--- src/hdl/line_pixel_rasterizer_unit_defines.svh ---
// ----------------------------------------------------------------------------
// line pixel rasterizer assertion macros
// shared checks on the clock and synchronous reset of the rasterizer
// ----------------------------------------------------------------------------
`ifndef LINE_PIXEL_RASTERIZER_UNIT_DEFINES_SVH
`define LINE_PIXEL_RASTERIZER_UNIT_DEFINES_SVH

// condition holds in the same cycle
`define LPR_ASSERT_SAME(name, ante, cons, msg) \
   name: assert property (@(posedge clock) disable iff (reset) (ante) |-> (cons)) \
      else $error(msg);

// condition holds in the following cycle
`define LPR_ASSERT_NEXT(name, ante, cons, msg) \
   name: assert property (@(posedge clock) disable iff (reset) (ante) |=> (cons)) \
      else $error(msg);

`endif

--- src/hdl/lpr_pkg.sv ---
// ----------------------------------------------------------------------------
// line pixel rasterizer package
// shared constants and codes of the line rasterizer
// ----------------------------------------------------------------------------
`default_nettype none

package lpr_pkg;

   // default coordinate width
   localparam int COORD_BITS_DEFAULT = 10;

   // width of an rgb565 color
   localparam int COLOR_BITS = 16;

   // request kind carried in tuser
   typedef enum logic {
      KIND_START = 1'b0,
      KIND_STEP  = 1'b1
   } kind_type;

   // per-axis step direction
   typedef enum logic [1:0] {
      DIR_NONE  = 2'd0,
      DIR_PLUS  = 2'd1,
      DIR_MINUS = 2'd3
   } dir_type;

endpackage

`default_nettype wire

--- src/hdl/line_pixel_rasterizer_unit.sv ---
// ----------------------------------------------------------------------------
// line pixel rasterizer unit
// error-accumulator line walk emitting one pixel per step request
// ----------------------------------------------------------------------------
// Usage:
//   req channel: tuser holds the kind (start or step), tdata the two
//   endpoints and the color. A start request loads a new line and gives no
//   pixel; it also abandons any line still in progress. Each step request
//   while a line is active gives one pixel on the rsp channel, tlast marks
//   the final pixel; a line of major length L gives L + 1 pixels. A step
//   with no active line is consumed and gives nothing.
//   Each pixel is registered into the output register or the skid entry.
//   Throughput: one request per cycle while req_tready is high; the position
//   and error registers update in the same cycle as the request, so
//   back-to-back steps run at one pixel per clock unless the receiver stalls.
//   The rsp side has an output register plus one skid entry; when the
//   receiver stalls, one more pixel still goes into the skid entry, then
//   req_tready drops until the skid entry moves up to the output register.
//   Reset (synchronous, active high) idles the walk and empties both the
//   output register and the skid entry.
// ----------------------------------------------------------------------------
`default_nettype none

`include "line_pixel_rasterizer_unit_defines.svh"

module line_pixel_rasterizer_unit #(
   parameter int COORD_BITS = lpr_pkg::COORD_BITS_DEFAULT
) (
   input  wire logic clock,
   input  wire logic reset,
   // request channel
   input  wire logic req_tvalid,
   output logic      req_tready,
   // x_start, y_start, x_end, y_end, color (lowest bit first), zero padded
   input  wire logic [((4*COORD_BITS+lpr_pkg::COLOR_BITS+7)/8)*8-1:0] req_tdata,
   // kind
   input  wire logic req_tuser,
   // response channel
   output logic      rsp_tvalid,
   input  wire logic rsp_tready,
   // pixel_x, pixel_y, pixel_color (lowest bit first), zero padded
   output logic [((2*COORD_BITS+lpr_pkg::COLOR_BITS+7)/8)*8-1:0] rsp_tdata,
   output logic      rsp_tlast
);

   localparam int CB = COORD_BITS;
   localparam int CLR = lpr_pkg::COLOR_BITS;
   localparam int OUT_BITS = ((2*CB+CLR+7)/8)*8;

   // handshake
   logic accept;
   logic pop;
   logic is_start;
   logic emit;

   // unpacked request fields
   logic [CB-1:0]  x_start;
   logic [CB-1:0]  y_start;
   logic [CB-1:0]  x_end;
   logic [CB-1:0]  y_end;
   logic [CLR-1:0] color;

   // walk state
   logic [CB-1:0]       cur_col_ff, cur_col_in;
   logic [CB-1:0]       cur_row_ff, cur_row_in;
   logic [CB:0]         col_error_ff, col_error_in;
   logic [CB:0]         row_error_ff, row_error_in;
   logic [CB-1:0]       col_delta_ff, col_delta_in;
   logic [CB-1:0]       row_delta_ff, row_delta_in;
   logic [CB-1:0]       major_ff, major_in;
   lpr_pkg::dir_type    col_dir_ff, col_dir_in;
   lpr_pkg::dir_type    row_dir_ff, row_dir_in;
   logic [CB:0]         pixels_left_ff, pixels_left_in;
   logic [CLR-1:0]      line_color_ff, line_color_in;
   logic                busy_ff, busy_in;

   // step arithmetic
   logic [CB:0]   col_sum;
   logic [CB:0]   row_sum;
   logic [CB-1:0] col_moved;
   logic [CB-1:0] row_moved;
   logic          is_last;

   // new pixel
   logic [OUT_BITS-1:0] pix_data;

   // output register and skid entry
   logic                out_valid_ff, out_valid_in;
   logic [OUT_BITS-1:0] out_data_ff, out_data_in;
   logic                out_last_ff, out_last_in;
   logic                skid_valid_ff, skid_valid_in;
   logic [OUT_BITS-1:0] skid_data_ff, skid_data_in;
   logic                skid_last_ff, skid_last_in;

   // request unpacking
   assign x_start = req_tdata[CB-1:0];
   assign y_start = req_tdata[2*CB-1:CB];
   assign x_end   = req_tdata[3*CB-1:2*CB];
   assign y_end   = req_tdata[4*CB-1:3*CB];
   assign color   = req_tdata[4*CB+CLR-1:4*CB];

   assign req_tready = !skid_valid_ff;
   assign accept     = req_tvalid && req_tready;
   assign pop        = out_valid_ff && rsp_tready;
   assign is_start   = (lpr_pkg::kind_type'(req_tuser) == lpr_pkg::KIND_START);
   assign emit       = accept && !is_start && busy_ff;
   assign is_last    = (pixels_left_ff <= (CB+1)'(1));

   // error accumulation sums
   assign col_sum = col_error_ff + {1'b0, col_delta_ff};
   assign row_sum = row_error_ff + {1'b0, row_delta_ff};

   // column move by direction
   always_comb begin
      unique case (col_dir_ff)
         lpr_pkg::DIR_PLUS:  col_moved = cur_col_ff + CB'(1);
         lpr_pkg::DIR_MINUS: col_moved = cur_col_ff - CB'(1);
         default:            col_moved = cur_col_ff;
      endcase
   end

   // row move by direction
   always_comb begin
      unique case (row_dir_ff)
         lpr_pkg::DIR_PLUS:  row_moved = cur_row_ff + CB'(1);
         lpr_pkg::DIR_MINUS: row_moved = cur_row_ff - CB'(1);
         default:            row_moved = cur_row_ff;
      endcase
   end

   // walk state next values
   always_comb begin
      cur_col_in     = cur_col_ff;
      cur_row_in     = cur_row_ff;
      col_error_in   = col_error_ff;
      row_error_in   = row_error_ff;
      col_delta_in   = col_delta_ff;
      row_delta_in   = row_delta_ff;
      major_in       = major_ff;
      col_dir_in     = col_dir_ff;
      row_dir_in     = row_dir_ff;
      pixels_left_in = pixels_left_ff;
      line_color_in  = line_color_ff;
      busy_in        = busy_ff;
      if (accept && is_start) begin
         // column axis setup
         if (x_end > x_start) begin
            col_delta_in = x_end - x_start;
            col_dir_in   = lpr_pkg::DIR_PLUS;
         end else if (x_end < x_start) begin
            col_delta_in = x_start - x_end;
            col_dir_in   = lpr_pkg::DIR_MINUS;
         end else begin
            col_delta_in = '0;
            col_dir_in   = lpr_pkg::DIR_NONE;
         end
         // row axis setup
         if (y_end > y_start) begin
            row_delta_in = y_end - y_start;
            row_dir_in   = lpr_pkg::DIR_PLUS;
         end else if (y_end < y_start) begin
            row_delta_in = y_start - y_end;
            row_dir_in   = lpr_pkg::DIR_MINUS;
         end else begin
            row_delta_in = '0;
            row_dir_in   = lpr_pkg::DIR_NONE;
         end
         major_in       = (col_delta_in > row_delta_in) ? col_delta_in : row_delta_in;
         cur_col_in     = x_start;
         cur_row_in     = y_start;
         col_error_in   = '0;
         row_error_in   = '0;
         pixels_left_in = {1'b0, major_in} + (CB+1)'(1);
         line_color_in  = color;
         busy_in        = 1'b1;
      end else if (emit) begin
         // advance each axis on strict overflow of the error
         col_error_in = col_sum;
         row_error_in = row_sum;
         if (col_sum > {1'b0, major_ff}) begin
            col_error_in = col_sum - {1'b0, major_ff};
            cur_col_in   = col_moved;
         end
         if (row_sum > {1'b0, major_ff}) begin
            row_error_in = row_sum - {1'b0, major_ff};
            cur_row_in   = row_moved;
         end
         if (is_last) begin
            pixels_left_in = '0;
            busy_in        = 1'b0;
         end else begin
            pixels_left_in = pixels_left_ff - (CB+1)'(1);
         end
      end
   end

   // pixel packing
   always_comb begin
      pix_data                   = '0;
      pix_data[CB-1:0]           = cur_col_ff;
      pix_data[2*CB-1:CB]        = cur_row_ff;
      pix_data[2*CB+CLR-1:2*CB]  = line_color_ff;
   end

   // output register and skid entry next values
   always_comb begin
      out_valid_in  = out_valid_ff;
      out_data_in   = out_data_ff;
      out_last_in   = out_last_ff;
      skid_valid_in = skid_valid_ff;
      skid_data_in  = skid_data_ff;
      skid_last_in  = skid_last_ff;
      if (pop) begin
         out_valid_in = 1'b0;
      end
      if (skid_valid_ff && pop) begin
         out_valid_in  = 1'b1;
         out_data_in   = skid_data_ff;
         out_last_in   = skid_last_ff;
         skid_valid_in = 1'b0;
      end else if (emit) begin
         if (!out_valid_ff || pop) begin
            out_valid_in = 1'b1;
            out_data_in  = pix_data;
            out_last_in  = is_last;
         end else begin
            skid_valid_in = 1'b1;
            skid_data_in  = pix_data;
            skid_last_in  = is_last;
         end
      end
   end

   // control and walk registers
   always_ff @(posedge clock) begin
      if (reset) begin
         cur_col_ff     <= '0;
         cur_row_ff     <= '0;
         col_error_ff   <= '0;
         row_error_ff   <= '0;
         col_delta_ff   <= '0;
         row_delta_ff   <= '0;
         major_ff       <= '0;
         col_dir_ff     <= lpr_pkg::DIR_NONE;
         row_dir_ff     <= lpr_pkg::DIR_NONE;
         pixels_left_ff <= '0;
         line_color_ff  <= '0;
         busy_ff        <= 1'b0;
         out_valid_ff   <= 1'b0;
         skid_valid_ff  <= 1'b0;
      end else begin
         cur_col_ff     <= cur_col_in;
         cur_row_ff     <= cur_row_in;
         col_error_ff   <= col_error_in;
         row_error_ff   <= row_error_in;
         col_delta_ff   <= col_delta_in;
         row_delta_ff   <= row_delta_in;
         major_ff       <= major_in;
         col_dir_ff     <= col_dir_in;
         row_dir_ff     <= row_dir_in;
         pixels_left_ff <= pixels_left_in;
         line_color_ff  <= line_color_in;
         busy_ff        <= busy_in;
         out_valid_ff   <= out_valid_in;
         skid_valid_ff  <= skid_valid_in;
      end
   end

   // pixel payload registers
   always_ff @(posedge clock) begin
      out_data_ff  <= out_data_in;
      out_last_ff  <= out_last_in;
      skid_data_ff <= skid_data_in;
      skid_last_ff <= skid_last_in;
   end

   assign rsp_tvalid = out_valid_ff;
   assign rsp_tdata  = out_data_ff;
   assign rsp_tlast  = out_last_ff;

   // checks
   `LPR_ASSERT_SAME(a_skid_behind_out, skid_valid_ff, out_valid_ff, "skid holds a pixel ahead of output")
   `LPR_ASSERT_SAME(a_idle_no_pixels, !busy_ff, pixels_left_ff == '0, "idle walk with pixels left")
   `LPR_ASSERT_SAME(a_busy_has_pixels, busy_ff, pixels_left_ff != '0, "active walk with no pixels left")
   `LPR_ASSERT_NEXT(a_last_ends_walk, emit && is_last, !busy_ff, "walk still active after last pixel")

endmodule

`default_nettype wire
--- config.mk ---
export PLATFORM = sky130hd
export DESIGN_NAME = line_pixel_rasterizer_unit
export DESIGN_NICKNAME = d
export VERILOG_FILES = /design/src/hdl/lpr_pkg.sv /design/src/hdl/line_pixel_rasterizer_unit.sv
export VERILOG_INCLUDE_DIRS = /design/src /design/src/hdl
export SDC_FILE = /design/constraint.sdc
export NUM_CORES = 1
export LEC_CHECK = 0
export ABC_CLOCK_PERIOD_IN_PS = 6900
export BUFFER_PORTS_ARGS = -buffer_cell sky130_fd_sc_hd__buf_2
export CORE_ASPECT_RATIO = 0.8
export CORE_UTILIZATION = 30
export CTS_BUF_LIST = sky130_fd_sc_hd__clkbuf_4 sky130_fd_sc_hd__clkbuf_8 sky130_fd_sc_hd__clkbuf_16
export DETAILED_ROUTE_END_ITERATION = 12
export SLEW_MARGIN = 20
export SYNTH_ARGS = -nofsm -noshare
export SYNTH_HDL_FRONTEND = slang
export SYNTH_SLANG_ARGS = --single-unit
--- constraint.sdc ---
create_clock -name clock -period 6.9 [get_ports clock]
set_clock_uncertainty 0.05 [all_clocks]
set_input_delay 0.69 -clock clock [delete_from_list [all_inputs] [get_ports clock]]
set_output_delay 0.69 -clock clock [all_outputs]
set_load 0.05 [all_outputs]
==> results of run 1 <==
[layout make-up]
type | count | area [µm²]
repair buffers | 117 | 631
clock inverters | 13 | 138
clock buffers | 19 | 440
well taps | 536 | 671
inverters | 93 | 349
fillers | 4089 | 25900
flip-flops and latches | 180 | 4340
multi-input cells | 1015 | 7260
[layer usage]
metal,global-route usage (%),up-vias,share of wire [%]
met4,4.30,0,1.4
met1,24.9,4853,52
met3,3.25,35,5.7
met2,23.4,254,41
met5,0,-,0
li1,-,5077,-
[stage by stage]
stage	utilization [%]	cells	instance area [µm²]	total power [mW]	setup WS [ps]
2_1_floorplan	-	1350	12200	2.10	1190
3_3_place_gp	33.3	1941	13300	2.38	989
3_5_place_dp	33.3	1941	13300	2.39	743
4_1_cts	34.8	1973	13800	3.36	1150
5_1_grt	34.8	1973	13800	3.55	764
6_report	34.8	1973	13800	3.36	1070
[synth_stat cells (18+ instances only)]
cell type	count
sky130_fd_sc_hd__dfxtp_1	106
sky130_fd_sc_hd__o21ai_0	77
sky130_fd_sc_hd__a21oi_1	121
sky130_fd_sc_hd__inv_1	93
sky130_fd_sc_hd__mux2_2	40
sky130_fd_sc_hd__edfxtp_1	74
sky130_fd_sc_hd__nor2b_1	18
sky130_fd_sc_hd__nand2_1	126
sky130_fd_sc_hd__clkbuf_1	35
sky130_fd_sc_hd__mux2i_1	32
sky130_fd_sc_hd__xnor2_1	38
sky130_fd_sc_hd__nor2_1	82
sky130_fd_sc_hd__a21o_1	20
sky130_fd_sc_hd__ha_1	107
sky130_fd_sc_hd__nand3_1	27
sky130_fd_sc_hd__a211oi_1	33
sky130_fd_sc_hd__nor3_1	38
[cell usage in the layout (no fill, tap or decap), types with 5 or more instances in the layout]
cell type,instances
sky130_fd_sc_hd__nand2_1,126
sky130_fd_sc_hd__a21oi_1,121
sky130_fd_sc_hd__ha_1,107
sky130_fd_sc_hd__dfxtp_1,106
sky130_fd_sc_hd__buf_2,99
sky130_fd_sc_hd__inv_1,93
sky130_fd_sc_hd__nor2_1,81
sky130_fd_sc_hd__o21ai_0,77
sky130_fd_sc_hd__edfxtp_1,74
sky130_fd_sc_hd__mux2_2,40
sky130_fd_sc_hd__xnor2_1,38
sky130_fd_sc_hd__nor3_1,38
sky130_fd_sc_hd__a211oi_1,33
sky130_fd_sc_hd__mux2i_1,32
sky130_fd_sc_hd__nand3_1,26
sky130_fd_sc_hd__a21o_1,20
sky130_fd_sc_hd__buf_4,18
sky130_fd_sc_hd__o21a_1,17
sky130_fd_sc_hd__nor2b_1,17
sky130_fd_sc_hd__clkbuf_16,17
sky130_fd_sc_hd__or3_1,15
sky130_fd_sc_hd__nand2b_1,14
sky130_fd_sc_hd__xor2_1,12
sky130_fd_sc_hd__nand4_1,11
sky130_fd_sc_hd__o211ai_1,10
sky130_fd_sc_hd__fa_1,10
sky130_fd_sc_hd__and3_1,9
sky130_fd_sc_hd__o21bai_1,9
sky130_fd_sc_hd__and2_1,9
sky130_fd_sc_hd__o31ai_1,8
sky130_fd_sc_hd__o221ai_1,7
sky130_fd_sc_hd__a221oi_1,7
sky130_fd_sc_hd__a31oi_1,7
sky130_fd_sc_hd__a2111oi_0,7
sky130_fd_sc_hd__nor4_1,6
sky130_fd_sc_hd__inv_6,6
sky130_fd_sc_hd__o211a_1,5
[sequential cells by signal, indices dropped and copies added, names as in the netlist, 2 cells and up]
signal          count
col_delta_ff       10
col_dir_ff          2
col_error_ff       11
cur_col_ff         10
cur_row_ff         10
line_color_ff      16
major_ff           10
pixels_left_ff     11
row_delta_ff       10
row_dir_ff          2
row_error_ff       11
rsp_tdata          36
skid_data_ff       36
[worst max path at each step]
stage | start | endpoint | depth (start not counted)
2_1_floorplan | req_tdata[20] | pixels_left_ff[8] | 22
3_3_place_gp | req_tdata[20] | pixels_left_ff[4] | 23
3_5_place_dp | req_tdata[20] | pixels_left_ff[10] | 23
4_1_cts | req_tdata[20] | pixels_left_ff[10] | 23
5_1_grt | req_tdata[20] | pixels_left_ff[10] | 23
6_report | req_tdata[20] | pixels_left_ff[10] | 23
[critical path, stage by stage]
cell and delay (ps):
sky130_fd_sc_hd__buf_2 110, sky130_fd_sc_hd__inv_1 50, sky130_fd_sc_hd__ha_1 180, sky130_fd_sc_hd__inv_1 60, sky130_fd_sc_hd__fa_1 410, sky130_fd_sc_hd__a21o_1 220
sky130_fd_sc_hd__a221o_2 470, sky130_fd_sc_hd__o211ai_2 370, sky130_fd_sc_hd__a2bb2oi_1 210, sky130_fd_sc_hd__mux2i_1 150, sky130_fd_sc_hd__ha_1 350, sky130_fd_sc_hd__a21o_1 160
sky130_fd_sc_hd__a211o_1 290, sky130_fd_sc_hd__a211oi_1 300, sky130_fd_sc_hd__or2_2 340, sky130_fd_sc_hd__mux2i_1 350, sky130_fd_sc_hd__ha_1 220, sky130_fd_sc_hd__inv_1 60
sky130_fd_sc_hd__o41ai_1 380, sky130_fd_sc_hd__buf_4 200, sky130_fd_sc_hd__nand3_1 80, sky130_fd_sc_hd__nor3_1 260, sky130_fd_sc_hd__o221a_2 240
[power breakdown]
group / switching [mW] / internal (mW)
clock network: 0.451 / 0.518
logic: 0.712 / 0.468
registers: 0.0460 / 1.16
[kinds of logic after synthesis]
| logic type | count (synthesis) | synth area share [%] |
|---|---|---|
| flops | 180 | 35.6 |
| compound gates | 396 | 21.9 |
| fa+ha+maj | 117 | 12.6 |
| buf+inv | 155 | 5.30 |
| mux | 72 | 6.32 |
| other cells | 1 | 0.0307 |
| xor+xnor | 50 | 3.59 |
| simple gates | 376 | 14.7 |
==> summary by stage, run 1 <==
STA
The worst path in the final design needs a cycle of 5830 ps, including I/O delays and setup. For the pin with the worst max-slew slack, the measured transition is 816 ps. The max-slew headroom at the worst pin is between 40% and 50%.

The final count of hold timing violations is 0. The max-slew violation count is 0. On the final layout, the worst hold slack is roughly 400 ps. Setup repair after global routing left no endpoint under its margin. Setup violations remaining at the end of the flow were counted as 0. The final critical path takes up a little over four fifths of the cycle. The maximum achievable frequency is 0.172 GHz. For the final routed database, the setup TNS stands at 0 ps.

GRT
The pin count of the biggest net entering global routing is 45. The global-route usage over all layers is between 15 and 20%. The first global-routing pass estimated 53.2 mm of wire. The initial antenna violation count was 1.

The global-route congestion overflow total is 0. The number of global-route vias before repair is 9571.

CTS
The clock sink count is 180. The clock root buffer is sky130_fd_sc_hd__clkbuf_16. In this run, post-CTS hold repair placed 0 buffers.

The clock transition at the register clock pins on the worst setup and hold paths after CTS is around 70 ps. The number of H-tree branching levels is 4. The setup fix buffers added after clock tree synthesis is 0. The clock tree from TritonCTS is yes. The CTS buffer count is 17. Clock latency on the worst-skew pair, taken at its later pin, is 440 ps. Once the clock tree was built, the resizer swapped 0 gates to a different size.

The maximum root-to-sink buffer count is 2.

Cells and area
The total number of nets in the final design is approximately 1600. Relative to the synthesized area, the layout overhead comes to 13.3%. The repair_antennas step left the layout with diodes totalling 0. Cells with a size suffix above 1 make up between 10% and 20% of the layout.

Flow run
The number of max-cap violations is 0.

Placement
The HPWL reported at the end of detailed placement is ~26 mm. The number of buffers inserted by port buffering is 99. Routability-driven placement finished with a final weighted congestion of 0.923.

Floorplanning
The core region is a little under 40000 µm². The I/O pin total is around 100. The floorplan step set the die height to around 180 µm. The initial core utilization is a little under a third. The floorplan die width is about 230 µm. The die footprint is 41500 µm². The cell row count is between 60 and 70.

Power and ir drop
For this design the ratio of total power to cell area is ~240 nW/µm². The total leakage power is ~5.8 nW. The highest ir drop seen on vdd is 0.000157 V.

Run status
The run finished with clean final reports.

Hold path
The worst min-delay path class is flop to flop. For hold timing, the worst endpoint is skid_data_ff[21]. The worst hold path passes through 0 cells. The source of the worst hold timing path is line_color_ff[1].

Synthesis
In this run the mean area of a mapped cell was approximately 9.1 µm². In this run the biggest area consumer among cell types represents 18.2% of the synthesized area. The most used flip-flop cell after synthesis is sky130_fd_sc_hd__dfxtp_1. Sorting the synthesized cells by area gives the leading types as sky130_fd_sc_hd__edfxtp_1 18%, sky130_fd_sc_hd__dfxtp_1 17%, sky130_fd_sc_hd__ha_1 11%, sky130_fd_sc_hd__a21oi_1 5.0%, sky130_fd_sc_hd__nand2_1 3.9%.

Sequential cells were found to cover 35.6% of the synthesized design area. The number of flops mapped to enable cells by yosys is 74. After synthesis, the share of flip-flops with an asynchronous set or reset is 0%. The count of synthesis-stage warnings from yosys is 0. The distinct cell type count after synthesis is 88. sky130_fd_sc_hd__edfxtp_1 takes more of the synthesized area than any other cell. Synthesis produced between 1000 and 1500 cells. The cell area that synthesis handed to floorplanning was 12200 µm². The number of synthesized register bits is 180.

Critical path
The critical path class is primary input to flop. The category of the worst setup path launch point is a primary input. The reg-to-reg critical path endpoint is cur_row_ff[3].

For the worst setup path, the data required time is around 7200 ps. The number of cell instances on the worst register-to-register path is 16. The critical register-to-register path startpoint is row_error_ff[0]. The data arrival at the endpoint of the critical path is between 6000 and 7000 ps. The minimum setup slack among reg-to-reg paths is ~1800 ps. The highest net fanout along the worst path is 11. The worst setup path is captured at a flop.

Routing
Using the TritonRoute via totals, the vias-per-cell ratio works out to roughly 5.2. The count of nets left with antenna violations after detail routing is 0. The length of the first detailed-routing pass in iterations is 5.

The detailed-route DRC error count is 0. The final layout contains routed wiring with a total length of between 30 and 40 mm. After detailed routing, the average wire length per cell comes to 17.2 µm.

In this run, the number of DRC markers left after iteration 0 of detailed routing was between 800 and 900. The total number of vias is 10200.
Power figures use the tool's default switching activity.
==> run 2: changes to the inputs <==
ABC_AREA = 1   (was unset)
ABC_CLOCK_PERIOD_IN_PS = 5100   (was 6900)
clock period = 5.1 ns   (was 6.9 ns; I/O delays follow)
==> summary by stage, run 2 <==
CTS
The CTS buffer count is 17 (unchanged). The setup fix buffers added after clock tree synthesis came to 0 (unchanged). The insertion delay to the later sink of the worst-skew pair is 440 ps (about the same). The clock sink count is 180 (unchanged). The total of cells resized after clock tree synthesis was 0 (unchanged).

The maximum root-to-sink buffer count is 2 (unchanged). The clock root buffer is sky130_fd_sc_hd__clkbuf_16 (unchanged). The clock tree from TritonCTS is yes (unchanged).

The quantity of hold-fixing buffers added after cts came to 0 (unchanged). The clock transition at the register clock pins on the worst setup and hold paths after CTS is 70 ps (about the same). The number of H-tree branching levels is 4 (unchanged).

Cells and area
Commonest cells after routing, fill and taps aside: 485 x sky130_fd_sc_hd__nand2_1, 252 x sky130_fd_sc_hd__inv_1, 161 x sky130_fd_sc_hd__nand3_1 (was 126 x sky130_fd_sc_hd__nand2_1, 121 x sky130_fd_sc_hd__a21oi_1, 107 x sky130_fd_sc_hd__ha_1). The total number of nets in the final design was 2032 (was 1602). The number of standard cells in the final layout excluding fillers is 2412 (was 1973). The layout overhead on the synthesized area is 13.9% (was 13.3%). The most common cell after layout, fill and taps aside is sky130_fd_sc_hd__nand2_1 (unchanged). The share of cells above drive strength 1 was 10.6% (was 15.3%).

Critical path
The category of the worst setup path capture point is a flop (unchanged). The data required time of the critical path was 5390 ps (was 7240 ps). The data arrival at the endpoint of the critical path is 4590 ps (was 6160 ps). The critical path class is primary input to flop (unchanged). The category of the worst setup path launch point was a primary input (unchanged). The highest net fanout along the worst path came to 18 (was 11).

Routing
The detailed-route DRC error count came to 0 (unchanged). The starting DRC count in detailed routing is 844 (was 816). The count of nets left with antenna violations after detail routing is 0 (unchanged). The total number of vias is 11600 (was 10200). The average vias per placed instance is 4.83 (was 5.18).

The detail-routed net length per standard cell is 15.1 µm (was 17.2 µm). The total wire length is 36.4 mm (was 33.9 mm). The length of the first detailed-routing pass in iterations was 5 (unchanged).

STA
The maximum achievable frequency is 0.232 GHz. The max-slew violation count came to 0 (unchanged). The post-layout worst setup margin is 792 ps (was 1070 ps). The total negative slack came to 0 ps (unchanged). Unrepaired setup endpoints after global routing: no (unchanged). The post-layout minimum cycle time is 4310 ps.

The actual transition at the worst max-transition pin is 922 ps (was 816 ps). The share of the cycle needed by the critical path after routing is between 80% and 90%. The final number of setup-violating endpoints came to 0 (unchanged). The max-slew headroom at the worst pin came to 37.7% (was 44.0%). The final count of hold timing violations is 0 (unchanged).

Power and ir drop
The power density over the cells is 333 nW/µm² (was 243 nW/µm²). The total power of the final layout was 4.80 mW (was 3.36 mW). The highest ir drop seen on vdd is 0.000245 V (was 0.000157 V). The total leakage power is 6.86 nW (was 5.82 nW).

Synthesis
The distinct cell type count after synthesis is 48 (was 88). The fraction of registers with async set or reset after synthesis came to 0% (unchanged). The most used flip-flop cell after synthesis is sky130_fd_sc_hd__dfxtp_1 (unchanged).

Most frequent cells after synthesis: 485 x sky130_fd_sc_hd__nand2_1, 252 x sky130_fd_sc_hd__inv_1, 161 x sky130_fd_sc_hd__nand3_1, 122 x sky130_fd_sc_hd__o21ai_0, 109 x sky130_fd_sc_hd__a21oi_1 (was 126 x sky130_fd_sc_hd__nand2_1, 121 x sky130_fd_sc_hd__a21oi_1, 107 x sky130_fd_sc_hd__ha_1, 106 x sky130_fd_sc_hd__dfxtp_1, 93 x sky130_fd_sc_hd__inv_1). The post-synthesis instance area is 12700 µm² (was 12200 µm²). The most instantiated library cell after synthesis is sky130_fd_sc_hd__nand2_1 (unchanged).

Most area-consuming cells after synthesis: sky130_fd_sc_hd__edfxtp_1 18%, sky130_fd_sc_hd__dfxtp_1 17%, sky130_fd_sc_hd__nand2_1 14%, sky130_fd_sc_hd__ha_1 11%, sky130_fd_sc_hd__inv_1 7.5% (was sky130_fd_sc_hd__edfxtp_1 18%, sky130_fd_sc_hd__dfxtp_1 17%, sky130_fd_sc_hd__ha_1 11%, sky130_fd_sc_hd__a21oi_1 5.0%, sky130_fd_sc_hd__nand2_1 3.9%). The number of synthesized register bits is 180 (unchanged). The mean instance size in the synthesized netlist is 7.18 µm² (was 9.06 µm²). The post-synthesis cell type with the largest combined area is sky130_fd_sc_hd__edfxtp_1 (unchanged). The count of synthesis-stage warnings from yosys is 0 (unchanged). The top cell type's share of synthesized area was 17.5% (was 18.2%). The gate count of the mapped netlist came to 1765 (was 1347). The post-synthesis sequential area ratio was 34.3% (was 35.6%). The number of flops mapped to enable cells by yosys is 74 (unchanged).

GRT
The initial antenna violation count is 0 (was 1). The number of global-route vias before repair is 10800 (was 9571). The global-route wire length before repair is 58.1 mm (was 53.2 mm). The global-route usage over all layers was 17.2% (was 16.5%). The global-route congestion overflow total is 0 (unchanged). The pin count of the biggest net entering global routing is 71 (was 45).

Placement
The HPWL reported at the end of detailed placement is 28.5 mm (was 25.8 mm). The placed cell count is 2379 (was 1941). The global placer's final weighted congestion is 0.900 (was 0.923).

The number of buffers inserted by port buffering was 99 (unchanged). The post-place setup slack was 458 ps (was 743 ps).

Flow run
The number of max-cap violations is 0 (unchanged).

Floorplanning
The floorplan die width came to 232 µm (was 227 µm). The die footprint is 43000 µm² (was 41500 µm²). The I/O pin total is 104 (unchanged). The initial core utilization is 30.8% (was 30.7%).

The height of the die is 186 µm (was 182 µm). The cell row count is 66 (was 65). The core area is 41100 µm² (was 39800 µm²).

Run status
Run status: finished, final reports clean (unchanged).

Hold path
The worst min-delay path class is primary input to flop (was flop to flop).
==> run 2: cell count changes in the layout (fill, tap and decap cells not counted), sizes merged, moves of 30 or more <==
cell   change
xor2      +30
nand2    +370
mux2      -40
nand3    +139
inv      +158
o21ai     +42
mux2i     -32
==> run 2: power breakdown <==
part	leakage, nW	total (mW)	internal (mW)	switching (mW)
Sequential	1.57	1.63	1.58	0.0556
Clock	0.298	1.36	0.714	0.645
Combinational	5.00	1.81	0.594	1.22
Total	6.86	4.80	2.89	1.92
==> run 2: metrics by stage <==
step           area (µm²)  utilization (%)  hold WS [ps]
2_1_floorplan       12700                -           358
3_3_place_gp        13800             33.6           361
3_5_place_dp        13800             33.6           369
4_1_cts             14400             35.1           201
5_1_grt             14400             35.1           213
6_report            14400             35.1           227
==> run 2: routing by layer <==
metal  vias to the layer above  GRT usage, %  share of wire (%)
met5                         -             0                  0
met4                         0          3.87               0.97
met3                        26          2.80                7.2
met2                       345          24.9                 40
met1                      5299          26.1                 52
li1                       5969             -                  -
==> run 2: path summary, 6_finish.rpt <==
path | from | endpoint | slack (ps) | cells past startpoint
min reg2reg | line_color_ff[4] | skid_data_ff[24] | 380 | 0
max reg2reg | col_error_ff[0] | col_error_ff[3] | 850 | 17
max | req_tdata[4] | pixels_left_ff[8] | 790 | 28
min | req_tdata[40] | line_color_ff[0] | 230 | 3
==> run 2: logic make-up (layout without fill, tap and decap cells) <==
logic type | after synthesis | after routing | share of synthesized area, %
compound gates | 296 | 296 | 13.0
xor+xnor | 53 | 53 | 3.67
fa+ha+maj | 117 | 117 | 12.2
buf+inv | 311 | 410 | 9.53
flops | 180 | 180 | 34.3
other cells | 1 | 5 | 0.0296
simple gates | 807 | 807 | 27.3
==> run 2: worst max-delay path: stages <==
cell,delay [ps]
sky130_fd_sc_hd__buf_2,90
sky130_fd_sc_hd__inv_1,150
sky130_fd_sc_hd__ha_1,510
sky130_fd_sc_hd__nand2_2,130
sky130_fd_sc_hd__nor2_1,180
sky130_fd_sc_hd__nand3_1,120
sky130_fd_sc_hd__nand3_1,130
sky130_fd_sc_hd__buf_4,190
sky130_fd_sc_hd__a21oi_1,50
sky130_fd_sc_hd__o21ai_0,130
sky130_fd_sc_hd__nand2_1,200
sky130_fd_sc_hd__ha_1,320
sky130_fd_sc_hd__nand2_1,60
sky130_fd_sc_hd__nor2_1,180
sky130_fd_sc_hd__nand3_1,100
sky130_fd_sc_hd__nand3_1,120
sky130_fd_sc_hd__nand2_2,220
sky130_fd_sc_hd__inv_1,160
sky130_fd_sc_hd__nand2_1,80
sky130_fd_sc_hd__nand2_2,90
sky130_fd_sc_hd__ha_1,190
sky130_fd_sc_hd__nand3_2,120
sky130_fd_sc_hd__nor2_4,130
sky130_fd_sc_hd__nand2_2,80
sky130_fd_sc_hd__o21ai_1,140
sky130_fd_sc_hd__nand3_1,80
sky130_fd_sc_hd__nand2_1,70
sky130_fd_sc_hd__inv_1,40
==> run 2: area by class of cell <==
cell class	count	area, µm²
flip-flops and latches	180	4340
inverters	258	968
well taps	544	681
clock inverters	14	188
fillers	4393	26700
repair buffers	120	653
multi-input cells	1277	7150
diodes	1	2.50
clock buffers	18	433
==> run 3: changes to the inputs <==
ABC_CLOCK_PERIOD_IN_PS = 4059   (was 5100)
clock period = 4.06 ns   (was 5.1 ns; I/O delays follow)
==> summary by stage, run 3 (synthesized netlist as in run 2, its figures left out) <==
Critical path
The minimum setup slack among reg-to-reg paths is 260 ps (was 850 ps). The data arrival at the endpoint of the critical path is 4100 ps (was 4590 ps). The critical register-to-register path startpoint is row_delta_ff[0] (was col_error_ff[0]). The critical path class was flop to flop (was primary input to flop).

The category of the worst setup path launch point is a flop (was primary input). The data required time of the critical path is 4370 ps (was 5390 ps). The highest net fanout along the worst path came to 11 (was 18). The category of the worst setup path capture point is a flop (unchanged).

The number of cell instances on the worst register-to-register path came to 22 (was 17). The reg-to-reg critical path endpoint is row_error_ff[9] (was col_error_ff[3]).

Routing
The length of the first detailed-routing pass in iterations came to 5 (unchanged). The starting DRC count in detailed routing is 960 (was 844). The count of nets left with antenna violations after detail routing was 0 (unchanged). The total wire length is 36.4 mm (about the same). The detail-routed net length per standard cell is 14.7 µm (was 15.1 µm).

The total number of vias came to 11800 (was 11600). The average vias per placed instance is 4.79 (was 4.83). The detailed-route DRC error count is 0 (unchanged).

GRT
The pin count of the biggest net entering global routing is 71 (unchanged). The number of global-route vias before repair is 11100 (was 10800). The initial antenna violation count is 2 (was 0). The global-route congestion overflow total came to 0 (unchanged). The global-route wire length before repair is 57.8 mm (was 58.1 mm). The global-route usage over all layers was 17.0% (was 17.2%).

Placement
The standard cell area after detailed placement is 14300 µm² (was 13800 µm²). The number of buffers inserted by port buffering is 99 (unchanged). The HPWL reported at the end of detailed placement is 28.6 mm (was 28.5 mm). The global placer's final weighted congestion is 0.922 (was 0.900).

STA
Unrepaired setup endpoints after global routing: yes (was no). The actual transition at the worst max-transition pin was 921 ps (was 922 ps). The final count of hold timing violations is 0 (unchanged). The post-layout minimum cycle time is between 3000 and 4000 ps.

The final number of setup-violating endpoints was 0 (unchanged). The share of the cycle needed by the critical path after routing is 93.5%. The max-slew violation count is 0 (unchanged). The max-slew headroom at the worst pin is 38.4% (was 37.7%). The maximum achievable frequency is between 0.2 and 0.3 GHz.

Power and ir drop
The highest ir drop seen on vdd is 0.000278 V (was 0.000245 V). The total leakage power is 7.14 nW (was 6.86 nW). The power density over the cells is 415 nW/µm² (was 333 nW/µm²).

The total power of the final layout is 6.17 mW (was 4.80 mW).

Hold path
The end point of the most critical hold path was line_color_ff[14] (was line_color_ff[0]). The worst min-delay path class was primary input to flop (unchanged). The source of the worst hold timing path is req_tdata[54] (was req_tdata[40]). The number of cells on the worst hold path came to 3 (unchanged).

CTS
The insertion delay to the later sink of the worst-skew pair is 450 ps (was 440 ps). The CTS buffer count is 17 (unchanged). The clock root buffer is sky130_fd_sc_hd__clkbuf_16 (unchanged). The number of H-tree branching levels is 4 (unchanged).

The clock sink count came to 180 (unchanged). The setup fix buffers added after clock tree synthesis is 0 (unchanged). The clock tree from TritonCTS is yes (unchanged). The maximum root-to-sink buffer count is 2 (unchanged).

The clock transition at the register clock pins on the worst setup and hold paths after CTS came to 80 ps (was 70 ps).

Flow run
The number of max-cap violations is 0 (unchanged).

Cells and area
The final design utilization is 36.2% (was 35.1%). The layout overhead on the synthesized area is 17.5% (was 13.9%). Commonest cells after routing, fill and taps aside: 483 x sky130_fd_sc_hd__nand2_1, 251 x sky130_fd_sc_hd__inv_1, 161 x sky130_fd_sc_hd__nand3_1 (was 485 x sky130_fd_sc_hd__nand2_1, 252 x sky130_fd_sc_hd__inv_1, 161 x sky130_fd_sc_hd__nand3_1). The post-route cell area is 14900 µm² (was 14400 µm²). The most common cell after layout, fill and taps aside is sky130_fd_sc_hd__nand2_1 (unchanged). The share of cells above drive strength 1 is 13.7% (was 10.6%). The total number of nets in the final design came to 2090 (was 2032).

Floorplanning
The core area is 41100 µm² (unchanged). The height of the die came to 186 µm (unchanged). The cell row count is 66 (unchanged).

The I/O pin total is 104 (unchanged). The die footprint is 43000 µm² (unchanged). The initial core utilization is 30.8% (unchanged). The floorplan die width came to 232 µm (unchanged).

Run status
Run status: finished, final reports clean (unchanged).
[run 3: layout make-up]
type	instances	area (µm²)
diodes	1	2.50
clock buffers	17	425
clock inverters	15	159
fillers	4342	26200
inverters	258	968
multi-input cells	1277	7190
flip-flops and latches	180	4340
well taps	544	681
repair buffers	178	1110
[run 3: repair_timing]
item | in CTS | in global routing
endpoints found under the hold margin | 0 | 0
hold buffers | 0 | 0
setup endpoints to repair | 0 | 37
resized for setup | 0 | 10
[run 3: critical path: stages (launching register included)]
cell,delay [ps]
sky130_fd_sc_hd__dfxtp_1,320
sky130_fd_sc_hd__ha_1,240
sky130_fd_sc_hd__fa_1,440
sky130_fd_sc_hd__nand4_1,130
sky130_fd_sc_hd__nand3_1,130
sky130_fd_sc_hd__nand3_1,90
sky130_fd_sc_hd__nand2_1,80
sky130_fd_sc_hd__xor2_1,190
sky130_fd_sc_hd__inv_1,60
sky130_fd_sc_hd__ha_1,330
sky130_fd_sc_hd__inv_1,80
sky130_fd_sc_hd__nor3_1,240
sky130_fd_sc_hd__nand3_1,100
sky130_fd_sc_hd__nand4_1,110
sky130_fd_sc_hd__nand2_1,80
sky130_fd_sc_hd__nand2_1,70
sky130_fd_sc_hd__o21ai_1,180
sky130_fd_sc_hd__nand2_1,380
sky130_fd_sc_hd__inv_1,130
sky130_fd_sc_hd__nand2_1,80
sky130_fd_sc_hd__nand3_1,80
sky130_fd_sc_hd__nand2_1,70
sky130_fd_sc_hd__inv_1,30
[run 3: how the worst max path moves through the flow]
stage                         start            endpoint  slack, ps  depth (start not counted)
global placement      req_tdata[15]   pixels_left_ff[8]        -70                         30
finish              row_delta_ff[0]     row_error_ff[9]        260                         22
detailed placement    req_tdata[10]  pixels_left_ff[10]       -120                         29
CTS                 row_error_ff[2]       cur_row_ff[6]         60                         17
floorplan             skid_valid_ff        rsp_tdata[0]        260                          8
global route        row_error_ff[2]     row_error_ff[9]       -130                         22
[run 3: power by group]
group / internal (mW) / leakage, nW / switching [mW]
Clock: 0.828 / 0.284 / 0.829
Combinational: 0.903 / 5.29 / 1.56
Sequential: 1.98 / 1.57 / 0.0688
[run 3: layer usage]
metal	routed length [µm]	GRT usage, %	part of all wire [%]
met1	18900	25.6	52
met2	14900	25.2	41
met3	2290	2.65	6.3
met4	349	3.18	0.96
met5	0	0	0
[run 3: per-stage QoR]
step | worst slack (ps) | cells | hold slack, ps | setup TNS, ps
floorplan | 257 | 1768 | 358 | 0
global placement | -65.3 | 2437 | 362 | -243
detailed placement | -116 | 2437 | 366 | -456
CTS | 55.1 | 2469 | 101 | 0
global route | -130 | 2469 | 118 | -661
finish | 265 | 2470 | 120 | 0
